### config.mk
export PLATFORM = sky130hd
export DESIGN_NAME = twiddle_gain_tuner_flat
export DESIGN_NICKNAME = d
export VERILOG_FILES = /design/src/hdl/twgt_pkg.sv /design/src/hdl/twgt_if.sv /design/src/hdl/twiddle_gain_tuner.sv /design/src/hdl/twgt_scale.sv /design/src/flat_wrapper.sv
export SDC_FILE = /design/constraint.sdc
export NUM_CORES = 2
export LEC_CHECK = 0
export BUFFER_PORTS_ARGS = -buffer_cell sky130_fd_sc_hd__buf_2
export CORE_MARGIN = 2
export CORE_UTILIZATION = 55
export DETAILED_ROUTE_END_ITERATION = 10
export PLACE_DENSITY = 0.74
export SLEW_MARGIN = 25
export SYNTH_ARGS = -nofsm -noshare
export SYNTH_HDL_FRONTEND = slang
export SYNTH_SLANG_ARGS = --single-unit
### constraint.sdc
create_clock -name clk -period 15.05 [get_ports clk]
set_input_delay 1.505 -clock clk [delete_from_list [all_inputs] [get_ports clk]]
set_output_delay 1.505 -clock clk [all_outputs]
set_load 0.01 [all_outputs]
### src/hdl/twgt_pkg.sv
// Shared types, constants and arithmetic helpers of the twiddle gain tuner.
package twgt_pkg;

  typedef logic        [16:0] cnt_t;
  typedef logic        [15:0] steps_t;
  typedef logic        [30:0] step_t;
  typedef logic        [30:0] tol_t;
  typedef logic signed [31:0] gain_t;
  typedef logic        [31:0] err_in_t;
  typedef logic        [47:0] err_sum_t;
  typedef logic        [1:0]  idx_t;
  typedef logic        [1:0]  phase_t;
  typedef logic        [2:0]  cfg_idx_t;
  typedef logic        [31:0] cfg_data_t;

  // Control from the twiddle decision to the step scaler.
  typedef struct packed {
    logic grow;   // 1: step * 1.1, 0: step * 0.9
  } scale_ctl_t;

  localparam int unsigned MAX_GAINS = 3;

  // Search phase codes.
  localparam phase_t PH_DONE  = 2'd0;
  localparam phase_t PH_PROBE = 2'd1;
  localparam phase_t PH_BACK  = 2'd2;

  // Configuration register indexes.
  localparam cfg_idx_t CFG_SETTLE = 3'd0;
  localparam cfg_idx_t CFG_RECORD = 3'd1;
  localparam cfg_idx_t CFG_TOL    = 3'd2;
  localparam cfg_idx_t CFG_INIT_P = 3'd3;
  localparam cfg_idx_t CFG_INIT_I = 3'd4;
  localparam cfg_idx_t CFG_INIT_D = 3'd5;

  // Reset values.
  localparam steps_t   SETTLE_RST = 16'd100;
  localparam steps_t   RECORD_RST = 16'd500;
  localparam tol_t     TOL_RST    = 31'd655;
  localparam err_sum_t ERR_MAX    = 48'hFFFF_FFFF_FFFF;
  localparam step_t    STEP_MAX   = 31'h7FFF_FFFF;

  // Initial step sizes 0.2, 0.003, 2.9 in Q16.16.
  localparam step_t STEP_RST [MAX_GAINS] = '{31'd13107, 31'd197, 31'd190054};

  // Reciprocal of ten for a 32-bit dividend: (x * RECIP10) >> RECIP10_SHIFT.
  localparam logic [31:0] RECIP10       = 32'hCCCC_CCCD;
  localparam int unsigned RECIP10_SHIFT = 35;

  // Clamp a 34-bit signed sum into the signed 32-bit gain range.
  function automatic gain_t sat_gain(input logic [33:0] v);
    gain_t r;
    if (v[33:31] == 3'b000 || v[33:31] == 3'b111) begin
      r = gain_t'(v[31:0]);
    end else if (v[33]) begin
      r = gain_t'(32'h8000_0000);
    end else begin
      r = gain_t'(32'h7FFF_FFFF);
    end
    return r;
  endfunction

endpackage

### src/hdl/twgt_if.sv
// Valid/ready channel interfaces for error samples and tuner results.
interface twgt_in_if;
  logic                valid;
  logic                ready;
  twgt_pkg::err_in_t   error_sample;

  modport source (output valid, output error_sample, input ready);
  modport sink   (input valid, input error_sample, output ready);
endinterface

interface twgt_out_if;
  logic             valid;
  logic             ready;
  logic             gains_updated;
  logic             tuning_done;
  twgt_pkg::gain_t  gain_p;
  twgt_pkg::gain_t  gain_i;
  twgt_pkg::gain_t  gain_d;

  modport source (output valid, output gains_updated, output tuning_done,
                  output gain_p, output gain_i, output gain_d, input ready);
  modport sink   (input valid, input gains_updated, input tuning_done,
                  input gain_p, input gain_i, input gain_d, output ready);
endinterface

### src/hdl/twiddle_gain_tuner.sv
// Top level of the twiddle coordinate descent PID gain tuner.
//
// Usage:
//   in_ch carries one signed Q16.16 controller error sample per control step.
//   out_ch returns one result per sample: gains_updated, tuning_done and the
//   three Q16.16 gains as they stand after that sample.
//   cfg_we/cfg_idx/cfg_wdata write settle_steps, record_steps, tolerance and
//   the three initial gains; an initial gain write also loads the live gain.
//   Write configuration only while the block is idle.
// Timing:
//   An accepted item's result is registered and valid in the next cycle.
//   Throughput is one item per cycle unless the result register stalls; the
//   trial bookkeeping, the one 32x32 reciprocal multiply of the step scaler
//   and the saturating gain adders all sit between state and result registers.
// Reset (rst_n low, synchronous): registers return to 100/500/0.01, gains 0,
//   step sizes 0.2/0.003/2.9, best error infinite, phase probe, gain index 0.
// Back-pressure: the result register holds while out_ch.ready is low; a new
//   item is accepted whenever the result register is empty or being drained.
module twiddle_gain_tuner #(
  parameter int unsigned NUM_GAINS = 3
) (
  input  logic                   clk,
  input  logic                   rst_n,
  twgt_in_if.sink                in_ch,
  twgt_out_if.source             out_ch,
  input  logic                   cfg_we,
  input  twgt_pkg::cfg_idx_t     cfg_idx,
  input  twgt_pkg::cfg_data_t    cfg_wdata
);

  localparam int unsigned NG = twgt_pkg::MAX_GAINS;

  // configuration
  twgt_pkg::steps_t   settle_r;
  twgt_pkg::steps_t   record_r;
  twgt_pkg::tol_t     tol_r;

  // tuning state
  twgt_pkg::cnt_t     cnt_r,   cnt_nxt;
  twgt_pkg::err_sum_t trial_r, trial_nxt;
  twgt_pkg::err_sum_t best_r,  best_nxt;
  twgt_pkg::gain_t    gain_r   [NG];
  twgt_pkg::gain_t    gain_nxt [NG];
  twgt_pkg::step_t    step_r   [NG];
  twgt_pkg::step_t    step_nxt [NG];
  twgt_pkg::phase_t   phase_r, phase_nxt;
  twgt_pkg::idx_t     idx_r,   idx_nxt;

  // result register
  logic               out_valid_r;
  logic               upd_r,   upd_nxt;
  logic               done_r;
  twgt_pkg::gain_t    out_gain_r [NG];

  logic               in_acc;

  // step / trial bookkeeping
  twgt_pkg::cnt_t     cnt_inc;
  twgt_pkg::cnt_t     trial_len;
  logic               trial_end;
  logic               add_en;
  twgt_pkg::err_sum_t sum_base;
  logic [48:0]        sum_wide;
  logic [31:0]        err_mag;

  // twiddle decision
  logic [32:0]        step_total;
  logic               below_tol;
  logic               act;
  logic               improve;
  logic               scale_en;
  logic               first_en;
  twgt_pkg::idx_t     idx_next;
  twgt_pkg::scale_ctl_t scale_ctl;
  twgt_pkg::step_t    scaled;
  twgt_pkg::step_t    step_mid [NG];
  twgt_pkg::gain_t    gain_mid [NG];
  logic [33:0]        add_a    [NG];
  logic [33:0]        add_b    [NG];

  // Accept whenever the result register can take the result.
  assign in_ch.ready = !out_valid_r || out_ch.ready;
  assign in_acc      = in_ch.valid && in_ch.ready;

  // Shared step scaler works on the current gain's step.
  assign scale_ctl.grow = improve;

  twgt_scale u_scale (
    .step_in  (step_r[idx_r]),
    .ctl      (scale_ctl),
    .step_out (scaled)
  );

  always_comb begin
    // Advance the step counter; the trial ends past settle + record.
    cnt_inc   = cnt_r + 17'd1;
    trial_len = {1'b0, settle_r} + {1'b0, record_r};
    trial_end = cnt_inc > trial_len;
    cnt_nxt   = trial_end ? '0 : cnt_inc;

    // Accumulate |error| in the record window, saturating at 48 bits.
    err_mag   = in_ch.error_sample[31] ? (~in_ch.error_sample + 32'd1)
                                       : in_ch.error_sample;
    add_en    = cnt_nxt >= {1'b0, settle_r};
    sum_base  = trial_end ? '0 : trial_r;
    sum_wide  = {1'b0, sum_base} + {17'd0, err_mag};
    if (!add_en) begin
      trial_nxt = sum_base;
    end else if (sum_wide[48]) begin
      trial_nxt = twgt_pkg::ERR_MAX;
    end else begin
      trial_nxt = sum_wide[47:0];
    end

    // Sum the active step sizes against the tolerance.
    step_total = '0;
    for (int k = 0; k < NG; k++) begin
      if (k < NUM_GAINS) begin
        step_total = step_total + {2'b00, step_r[k]};
      end
    end
    below_tol = step_total < {2'b00, tol_r};

    improve   = trial_r < best_r;
    act       = trial_end && (phase_r != twgt_pkg::PH_DONE) && !below_tol;
    upd_nxt   = act;
    idx_next  = (idx_r == twgt_pkg::idx_t'(NUM_GAINS - 1)) ? '0 : idx_r + 2'd1;

    phase_nxt = phase_r;
    best_nxt  = best_r;
    idx_nxt   = idx_r;
    scale_en  = 1'b0;
    first_en  = 1'b0;

    if (trial_end && (phase_r != twgt_pkg::PH_DONE) && below_tol) begin
      phase_nxt = twgt_pkg::PH_DONE;
    end else if (act) begin
      if (improve) begin
        best_nxt = trial_r;
      end
      case (phase_r)
        twgt_pkg::PH_PROBE: begin
          if (improve) begin
            scale_en = 1'b1;
            idx_nxt  = idx_next;
          end else begin
            // back off by twice the step
            first_en  = 1'b1;
            phase_nxt = twgt_pkg::PH_BACK;
          end
        end
        default: begin
          // backed-off trial: grow on success, restore and shrink on failure
          scale_en  = 1'b1;
          first_en  = !improve;
          idx_nxt   = idx_next;
          phase_nxt = twgt_pkg::PH_PROBE;
        end
      endcase
    end

    // Per-gain update: first touch at the current index, then the probe
    // step onto the next index (both can hit the same gain with one gain).
    for (int k = 0; k < NG; k++) begin
      step_mid[k] = (scale_en && (idx_r == twgt_pkg::idx_t'(k))) ? scaled : step_r[k];
      add_a[k]    = {{2{gain_r[k][31]}}, gain_r[k]};
      if (phase_r == twgt_pkg::PH_PROBE) begin
        add_b[k] = add_a[k] - {2'b00, step_r[k], 1'b0};
      end else begin
        add_b[k] = add_a[k] + {3'b000, step_r[k]};
      end
      gain_mid[k] = (first_en && (idx_r == twgt_pkg::idx_t'(k)))
                    ? twgt_pkg::sat_gain(add_b[k]) : gain_r[k];
      step_nxt[k] = step_mid[k];
      if (scale_en && (idx_next == twgt_pkg::idx_t'(k))) begin
        gain_nxt[k] = twgt_pkg::sat_gain({{2{gain_mid[k][31]}}, gain_mid[k]}
                                         + {3'b000, step_mid[k]});
      end else begin
        gain_nxt[k] = gain_mid[k];
      end
    end
  end

  // Configuration and tuning state.
  always_ff @(posedge clk) begin
    if (!rst_n) begin
      settle_r <= twgt_pkg::SETTLE_RST;
      record_r <= twgt_pkg::RECORD_RST;
      tol_r    <= twgt_pkg::TOL_RST;
      cnt_r    <= '0;
      trial_r  <= '0;
      best_r   <= twgt_pkg::ERR_MAX;
      phase_r  <= twgt_pkg::PH_PROBE;
      idx_r    <= '0;
      for (int k = 0; k < NG; k++) begin
        gain_r[k] <= '0;
        step_r[k] <= twgt_pkg::STEP_RST[k];
      end
    end else begin
      if (in_acc) begin
        cnt_r   <= cnt_nxt;
        trial_r <= trial_nxt;
        best_r  <= best_nxt;
        phase_r <= phase_nxt;
        idx_r   <= idx_nxt;
        for (int k = 0; k < NG; k++) begin
          gain_r[k] <= gain_nxt[k];
          step_r[k] <= step_nxt[k];
        end
      end
      if (cfg_we) begin
        case (cfg_idx)
          twgt_pkg::CFG_SETTLE: settle_r <= cfg_wdata[15:0];
          twgt_pkg::CFG_RECORD: record_r <= cfg_wdata[15:0];
          twgt_pkg::CFG_TOL:    tol_r    <= cfg_wdata[30:0];
          twgt_pkg::CFG_INIT_P: gain_r[0] <= twgt_pkg::gain_t'(cfg_wdata);
          twgt_pkg::CFG_INIT_I: gain_r[1] <= twgt_pkg::gain_t'(cfg_wdata);
          twgt_pkg::CFG_INIT_D: gain_r[2] <= twgt_pkg::gain_t'(cfg_wdata);
          default: ;  // drop writes to unknown registers
        endcase
      end
    end
  end

  // Result register: load on accept, hold while stalled.
  always_ff @(posedge clk) begin
    if (!rst_n) begin
      out_valid_r <= 1'b0;
    end else if (in_ch.ready) begin
      out_valid_r <= in_ch.valid;
    end
  end

  always_ff @(posedge clk) begin
    if (in_acc) begin
      upd_r  <= upd_nxt;
      done_r <= (phase_nxt == twgt_pkg::PH_DONE);
      for (int k = 0; k < NG; k++) begin
        out_gain_r[k] <= gain_nxt[k];
      end
    end
  end

  assign out_ch.valid         = out_valid_r;
  assign out_ch.gains_updated = upd_r;
  assign out_ch.tuning_done   = done_r;
  assign out_ch.gain_p        = out_gain_r[0];
  assign out_ch.gain_i        = out_gain_r[1];
  assign out_ch.gain_d        = out_gain_r[2];

endmodule

### src/hdl/twgt_scale.sv
// Step size scaler: rounded multiply by 1.1 or 0.9 with saturation.
module twgt_scale (
  input  twgt_pkg::step_t      step_in,
  input  twgt_pkg::scale_ctl_t ctl,
  output twgt_pkg::step_t      step_out
);

  logic [31:0] dividend;
  logic [63:0] prod;
  logic [28:0] tenth;
  logic [31:0] grown;

  // (11s+5)/10 = s + (s+5)/10 ; (9s+5)/10 = s - (s+4)/10
  always_comb begin
    dividend = {1'b0, step_in} + (ctl.grow ? 32'd5 : 32'd4);
    prod     = 64'(dividend) * 64'(twgt_pkg::RECIP10);
    tenth    = prod[63:twgt_pkg::RECIP10_SHIFT];
    grown    = {1'b0, step_in} + {3'b000, tenth};
    if (ctl.grow) begin
      step_out = grown[31] ? twgt_pkg::STEP_MAX : grown[30:0];
    end else begin
      step_out = step_in - {2'b00, tenth};
    end
  end

endmodule

### src/flat_wrapper.sv
// flat-port wrapper written by rule: the top's interface ports become plain ports
module twiddle_gain_tuner_flat 
#(
  parameter int unsigned NUM_GAINS = 3
)
  (clk, rst_n, cfg_we, cfg_idx, cfg_wdata, in_ch_valid, in_ch_error_sample, in_ch_ready, out_ch_valid, out_ch_gains_updated, out_ch_tuning_done, out_ch_gain_p, out_ch_gain_i, out_ch_gain_d, out_ch_ready);
  twgt_in_if in_ch_i ();
  twgt_out_if out_ch_i ();
  input  logic clk;
  input  logic rst_n;
  input  logic cfg_we;
  input  twgt_pkg::cfg_idx_t cfg_idx;
  input  twgt_pkg::cfg_data_t cfg_wdata;
  input wire logic [$bits(in_ch_i.valid)-1:0] in_ch_valid;
  input wire logic [$bits(in_ch_i.error_sample)-1:0] in_ch_error_sample;
  output wire logic [$bits(in_ch_i.ready)-1:0] in_ch_ready;
  output wire logic [$bits(out_ch_i.valid)-1:0] out_ch_valid;
  output wire logic [$bits(out_ch_i.gains_updated)-1:0] out_ch_gains_updated;
  output wire logic [$bits(out_ch_i.tuning_done)-1:0] out_ch_tuning_done;
  output wire logic [$bits(out_ch_i.gain_p)-1:0] out_ch_gain_p;
  output wire logic [$bits(out_ch_i.gain_i)-1:0] out_ch_gain_i;
  output wire logic [$bits(out_ch_i.gain_d)-1:0] out_ch_gain_d;
  input wire logic [$bits(out_ch_i.ready)-1:0] out_ch_ready;
  assign in_ch_i.valid = in_ch_valid;
  assign in_ch_i.error_sample = in_ch_error_sample;
  assign in_ch_ready = in_ch_i.ready;
  assign out_ch_valid = out_ch_i.valid;
  assign out_ch_gains_updated = out_ch_i.gains_updated;
  assign out_ch_tuning_done = out_ch_i.tuning_done;
  assign out_ch_gain_p = out_ch_i.gain_p;
  assign out_ch_gain_i = out_ch_i.gain_i;
  assign out_ch_gain_d = out_ch_i.gain_d;
  assign out_ch_i.ready = out_ch_ready;
  twiddle_gain_tuner #(.NUM_GAINS(NUM_GAINS)) u_core (.clk(clk), .rst_n(rst_n), .in_ch(in_ch_i), .out_ch(out_ch_i), .cfg_we(cfg_we), .cfg_idx(cfg_idx), .cfg_wdata(cfg_wdata));
endmodule
* Yosys cells after proc, flatten, opt, wreduce, memory -nomap -nowiden
Memories as Yosys holds them, arrays and structs flattened. A register that Yosys moved wholly into a read port is not among the register bits.
Cells that the tools add are included.
** Storage, ports and cells
- Memories kept :: 3
- Register bits :: 183
- Bits in writable memories :: 285
- Input port bits :: 72
- Logic and storage cells :: 180
- Output and inout port bits :: 100
** Cells by class
- Magnitude comparators :: 4
- Bitwise gates (word level) :: 11
- $add $sub $neg :: 19
- Reduce and logical (&&, ||, !) cells :: 39
- Equal/unequal tests :: 17
- Multiplexer cells :: 75
- $mul :: 1
** Memory list
- u_core.gain_r :: depth 3, width 32, read ports 3, clocked after Yosys merged registers in 0, wr ports 3, RTL line twiddle_gain_tuner.sv:42 : twgt_pkg::gain_t gain_r [NG];
- u_core.out_gain_r :: depth 3, width 32, read ports 3, clocked after Yosys merged registers in 0, wr ports 3, RTL line twiddle_gain_tuner.sv:53 : twgt_pkg::gain_t out_gain_r [NG];
- u_core.step_r :: depth 3, width 31, read ports 4, clocked after Yosys merged registers in 1, wr ports 3, RTL line twiddle_gain_tuner.sv:44 : twgt_pkg::step_t step_r [NG];
** Operators by type and width (number)
- 2-to-1 mux 32 bit :: 25
- 2-to-1 mux 31 bit :: 8
- adder 32 x 32 -> 33 bit :: 6
- 2-to-1 mux 48 bit :: 3
- 2-to-1 mux 34 bit :: 3
- subtractor 32 x 33 -> 34 bit :: 3
- multiplier 32 x 32 -> 64 bit (second input constant) :: 1
- adder 48 x 32 -> 49 bit :: 1
- less-than comparator 48 bit :: 1
- adder 33 x 31 -> 33 bit :: 1
- less-than comparator 33 x 31 -> 1 bit :: 1
- adder 31 x 29 -> 32 bit :: 1
- adder 31 x 31 -> 32 bit :: 1
- adder 31 x 32 -> 32 bit :: 1
- adder 32 x 1 -> 32 bit (second input constant) :: 1
- NOT 32 bit :: 1
- subtractor 31 x 29 -> 31 bit :: 1
- 2-to-1 mux 1 bit :: 26
- equality test 3 bit (second input constant) :: 8
- zero test 3 bit :: 7
- 2-to-1 mux 2 bit :: 9
- adder 16 x 16 -> 17 bit :: 1
- adder 17 x 1 -> 17 bit (second input constant) :: 1
- >= comparator 17 x 16 -> 1 bit :: 1
- other kinds (17) :: 54

* Longest topological paths before layout
An unclocked memory read counts as a cell.
- Depth in word-level cells :: 17
- Mapped depth :: 73
- Depth with buffers taken out :: 68

* Modules after synthesis
A second synthesis with hierarchy kept.
** Second synthesis, totals
- Cell total of the unflattened synthesis :: 7936
- Area total of the unflattened synthesis :: 67151.9 µm²
** By module, submodules not included
- twiddle_gain_tuner :: times used 1, area an instance 46538.4 µm², cells an instance 5697, sequential area each 12281.8 µm²
- twgt_scale :: times used 1, area an instance 20613.5 µm², cells an instance 2239, sequential area each 0.0 µm²

* Worst setup path before layout
No wires, ideal clock.
- Kind :: register -> register
- Start :: register u_core.best_r[2]
- End :: memory u_core.gain_r[0][21] (netlist name), data pin
- Path slack :: -885 ps
- Arrival time :: 15678 ps
- Data required time :: 14794 ps
- Cell stages (with the launch flop) :: 72
- Period minus slack after synthesis :: 15935 ps
- Buffers on the path :: 6
- Library setup time :: 256 ps
- Cells stage by stage :: dfxtp_1 -> inv_1 -> ha_1 -> a211oi_1 -> o21ai_0 -> a221oi_1 -> o211ai_1 -> a211o_1 -> inv_2 -> clkbuf_1 -> clkbuf_1 -> clkbuf_1 -> ha_1 -> ha_1 -> nor2_1 -> nor2_1 -> and2_1 -> nand2_1 -> (+36 left out) -> clkbuf_1 -> a22oi_1 -> mux2i_1 -> a21oi_1 -> ha_1 -> o21ai_0 -> o21ai_0 -> a41o_1 -> a41oi_1 -> a211oi_1 -> a21oi_1 -> nor2b_1 -> and3_1 -> o21ai_0 -> clkbuf_1 -> nand3_1 -> and3_1 -> a22o_1
** RTL lines
- start, declared :: RTL line twiddle_gain_tuner.sv:41 : twgt_pkg::err_sum_t best_r, best_nxt;
- start signal, assigned :: RTL line twiddle_gain_tuner.sv:192 : best_r <= twgt_pkg::ERR_MAX;
- start signal, assigned :: RTL line twiddle_gain_tuner.sv:203 : best_r <= best_nxt;
- end, declared :: RTL line twiddle_gain_tuner.sv:42

==> reports/qor.csv <==
stage;metric;value;unit
synth;postSynthRegisterBits;470;
critical_path;worst_path_max_delay_cell;sky130_fd_sc_hd__fa_2;
placement;preCtsSetupSlack;-1.62;ns
critical_path;cpPeakStageDelay;0.65;ns
synth;synth_cell_types;101;
timing;setup_viols_final;180;
synth;yosysWarnings;0;
critical_path;critical_setup_path_class;flip-flop to flip-flop;
timing;report.final.slew_viol_count;0;
global_route;global_route.overflow_total;0;
synth;postSynthCellCount;7973;
min_path;worstHoldPathType;flip-flop to flip-flop;
synth;yosys_most_used_dff;sky130_fd_sc_hd__edfxtp_1;
synth;synth_largest_type_area_fraction;16.9;%
floorplanning;initial_utilization;55.5;%
min_path;worstHoldPathCells;2;
detailed_routing;vias;68500;
global_route;wire_length_of_the_first_global_routing_pass;392000;µm
synth;synthArstFlopShare;0;%
clock_network;clock_latency;0.66;ns
timing;slew_headroom;26.0;%
floorplanning;coreArea;120000;µm²
detailed_routing;drt-wirelength-per-cell;24.4;µm
synth;mappedNetlistArea;66600;µm²
placement;finalWeightedCongestion;1.06;
outcome;run_status;finished with violations;
timing;finalHoldViolCount;0;
floorplanning;dieHeight;352;µm
final_layout;post_route_cells_drive_above_1_share;22.4;%
synth;yosysSeqAreaShare;18.4;%
run;max-cap-violations;0;
final_layout;most_used_cells_in_the_layout_excluding_fill_and_tap_cells;sky130_fd_sc_hd__buf_4, sky130_fd_sc_hd__inv_1, sky130_fd_sc_hd__ha_1;
critical_path;cp_startpoint_kind;flip-flop;
timing;min_period;15.55;ns
critical_path;crit_fanout;6;
detailed_routing;drtIter0Drc;7435;
critical_path;timing.critical_path.to_type;flip-flop;
placement;post-dp-hpwl;206000;µm
final_layout;fillers;9474;
detailed_routing;post_route_antenna_net_violation_count;0;
detailed_routing;routed_wl;267000;µm
global_route;grt_use_total;40.9;%
placement;post_place_instance_area;77400;µm²
clock_network;numClockSinks;470;
clock_network;ctsLongestPathBuffers;3;
timing;timing.clock.skew;0.0332;ns
final_layout;mostFrequentLayoutCell;sky130_fd_sc_hd__buf_4;
synth;synth_enable_flop_cells;287;
final_layout;area.sequential;12300;µm²
outcome;violations;negative setup slack;
final_layout;num-nets-final;10700;
synth;syn_avg_cell_area;8.35;µm²
global_route;grt_pass1_vias;66000;
global_route;grt_antenna_before_repair;17;
clock_network;cts_clk_pin_slew_worst_paths;0.07;ns
floorplanning;die_area;124000;µm²
timing;timing.final.crit_share;103;%
critical_path;timing.critical_path.max_delay_family;compound AO/OA/AOI/OAI gates;
detailed_routing;route.detailed.vias_per_inst;6.28;
global_route;largest_net_degree_at_the_start_of_global_routing;97;
timing;max_slew.worst_pin.slew;1.11;ns
critical_path;cp_data_arrival_time;15.97;ns
final_layout;multiInputGateArea;52400;µm²
floorplanning;die_w;352;µm
floorplanning;top_level_ports;172;
floorplanning;placement_rows;127;
clock_network;total_cts_buffers;53;
final_layout;syn2layout_area_growth;25.4;%
critical_path;worst_r2r_path_depth;69;
critical_path;worst_ep_required_time;15.47;ns
synth;leading_post_synthesis_cells_by_cell_area;sky130_fd_sc_hd__ha_1, sky130_fd_sc_hd__edfxtp_1, sky130_fd_sc_hd__fa_1;
synth;synthDominantAreaCellType;sky130_fd_sc_hd__ha_1;
synth;synth.net_count;9373;
critical_path;crit_cells;69;
detailed_routing;route.detailed.drc;0;
timing;setup_slack;-0.495;ns
timing;setup_repair_after_global_routing_missed_its_margin;yes;
placement;placement.io_buffers;171;
clock_network;postCtsHoldBufs;0;
detailed_routing;detailedRoute.firstPassIterationCount;6;
final_layout;finish.instance_area;83500;µm²
timing;max_freq;64.3;MHz
timing;worst_hold_slack_after_final_layout;0.467;ns
clock_network;clock-root-buffer;sky130_fd_sc_hd__clkbuf_16;
clock_network;tritoncts;yes;
clock_network;cts-htree-levels;2;
critical_path;worstPathBufferInverterCount;15;
-- synthesized netlist by cell type (all sizes together), types with 53 or more instances --
library cell and count:
and3 78, fa 429, a21boi 90, nand2b 93
o211ai 143, xnor2 295, o21a 93, nor2b 59
o31ai 65, nand3 129, inv 1040, a211oi 71
and2 111, clkbuf 190, ha 899, nand4 66
a21o 229, o21bai 86, a31oi 71, dfxtp 183
nor3 135, edfxtp 287, nor2 528, o21ai 463
buf 53, a21oi 581, xor2 150, a22o 95
nand2 708
-- timing repair --
action | in CTS | in global routing
resized for setup | 393 | 238
pin swaps | 179 | 195
setup buffers | 96 | 59
endpoints found under the setup margin | 192 | 192
cloned | 8 | 0
-- layer usage --
| metal | track usage, % | routed length [µm] | share of wire, % |
|---|---|---|---|
| met5 | 0 | 153 | 0.057 |
| met3 | 8.92 | 29600 | 11 |
| met1 | 51.5 | 99700 | 37 |
| met2 | 63.5 | 116000 | 44 |
| met4 | 26.4 | 21100 | 7.9 |
-- final timing paths --
kind / slack [ns] / endpoint / startpoint
worst max register to register: -0.50 / u_core.gain_r[0][37] / u_core.best_r[3]
worst min register to register: 0.47 / u_core.tol_r[23] / u_core.tol_r[23]
worst max-delay path: -0.50 / u_core.gain_r[0][37] / u_core.best_r[3]
worst min-delay path: 0.47 / u_core.tol_r[23] / u_core.tol_r[23]
-- worst min-delay path, stage by stage (launching register included) --
cell                       delay [ns]
sky130_fd_sc_hd__dfxtp_1         0.31
sky130_fd_sc_hd__nand2_1         0.05
sky130_fd_sc_hd__a21boi_0        0.06
-- through the flow --
step | utilization, % | cells | setup TNS (ns)
after floorplan | - | 7973 | 0
after global placement | 64.5 | 10700 | -211.86
after detailed placement | 64.5 | 10700 | -265.44
after CTS | 68.3 | 10900 | -4.80
after global routing | 69.6 | 10900 | -133.77
final | 69.6 | 10900 | -55.97
-- state kept, by name, indices dropped and copies added, names as in the netlist, 17 cells and up, named ones only --
name	cells
u_core.gain_r	96
u_core.out_gain_r	96
u_core.step_r	93
u_core.best_r	48
u_core.trial_r	48
u_core.tol_r	31
u_core.cnt_r	17
-- layout make-up --
type | instances | share of cell area (%)
Sequential cell | 470 | 14.7
Clock buffer | 66 | 1.75
Inverter | 1041 | 4.69
Multi-Input combinational cell | 6218 | 62.7
Timing Repair Buffer | 1470 | 13.3
Clock inverter | 30 | 0.392
Tap cell | 1612 | 2.41
Antenna cell | 5 | 0.0150
-- kinds of logic after synthesis --
group | count (synthesis) | synth area share [%]
xor gates and xnor gates | 445 | 5.85
AOI/OAI and AO/OA | 2327 | 23.2
DFF | 470 | 18.4
adders and majority gates | 1328 | 29.8
and+or+nand+nor | 2049 | 14.3
buffers and inverters | 1285 | 7.39
muxes | 69 | 1.09
Power is not shown: default switching activity piles up to over one toggle a cycle in this logic, so the estimate is an artifact.
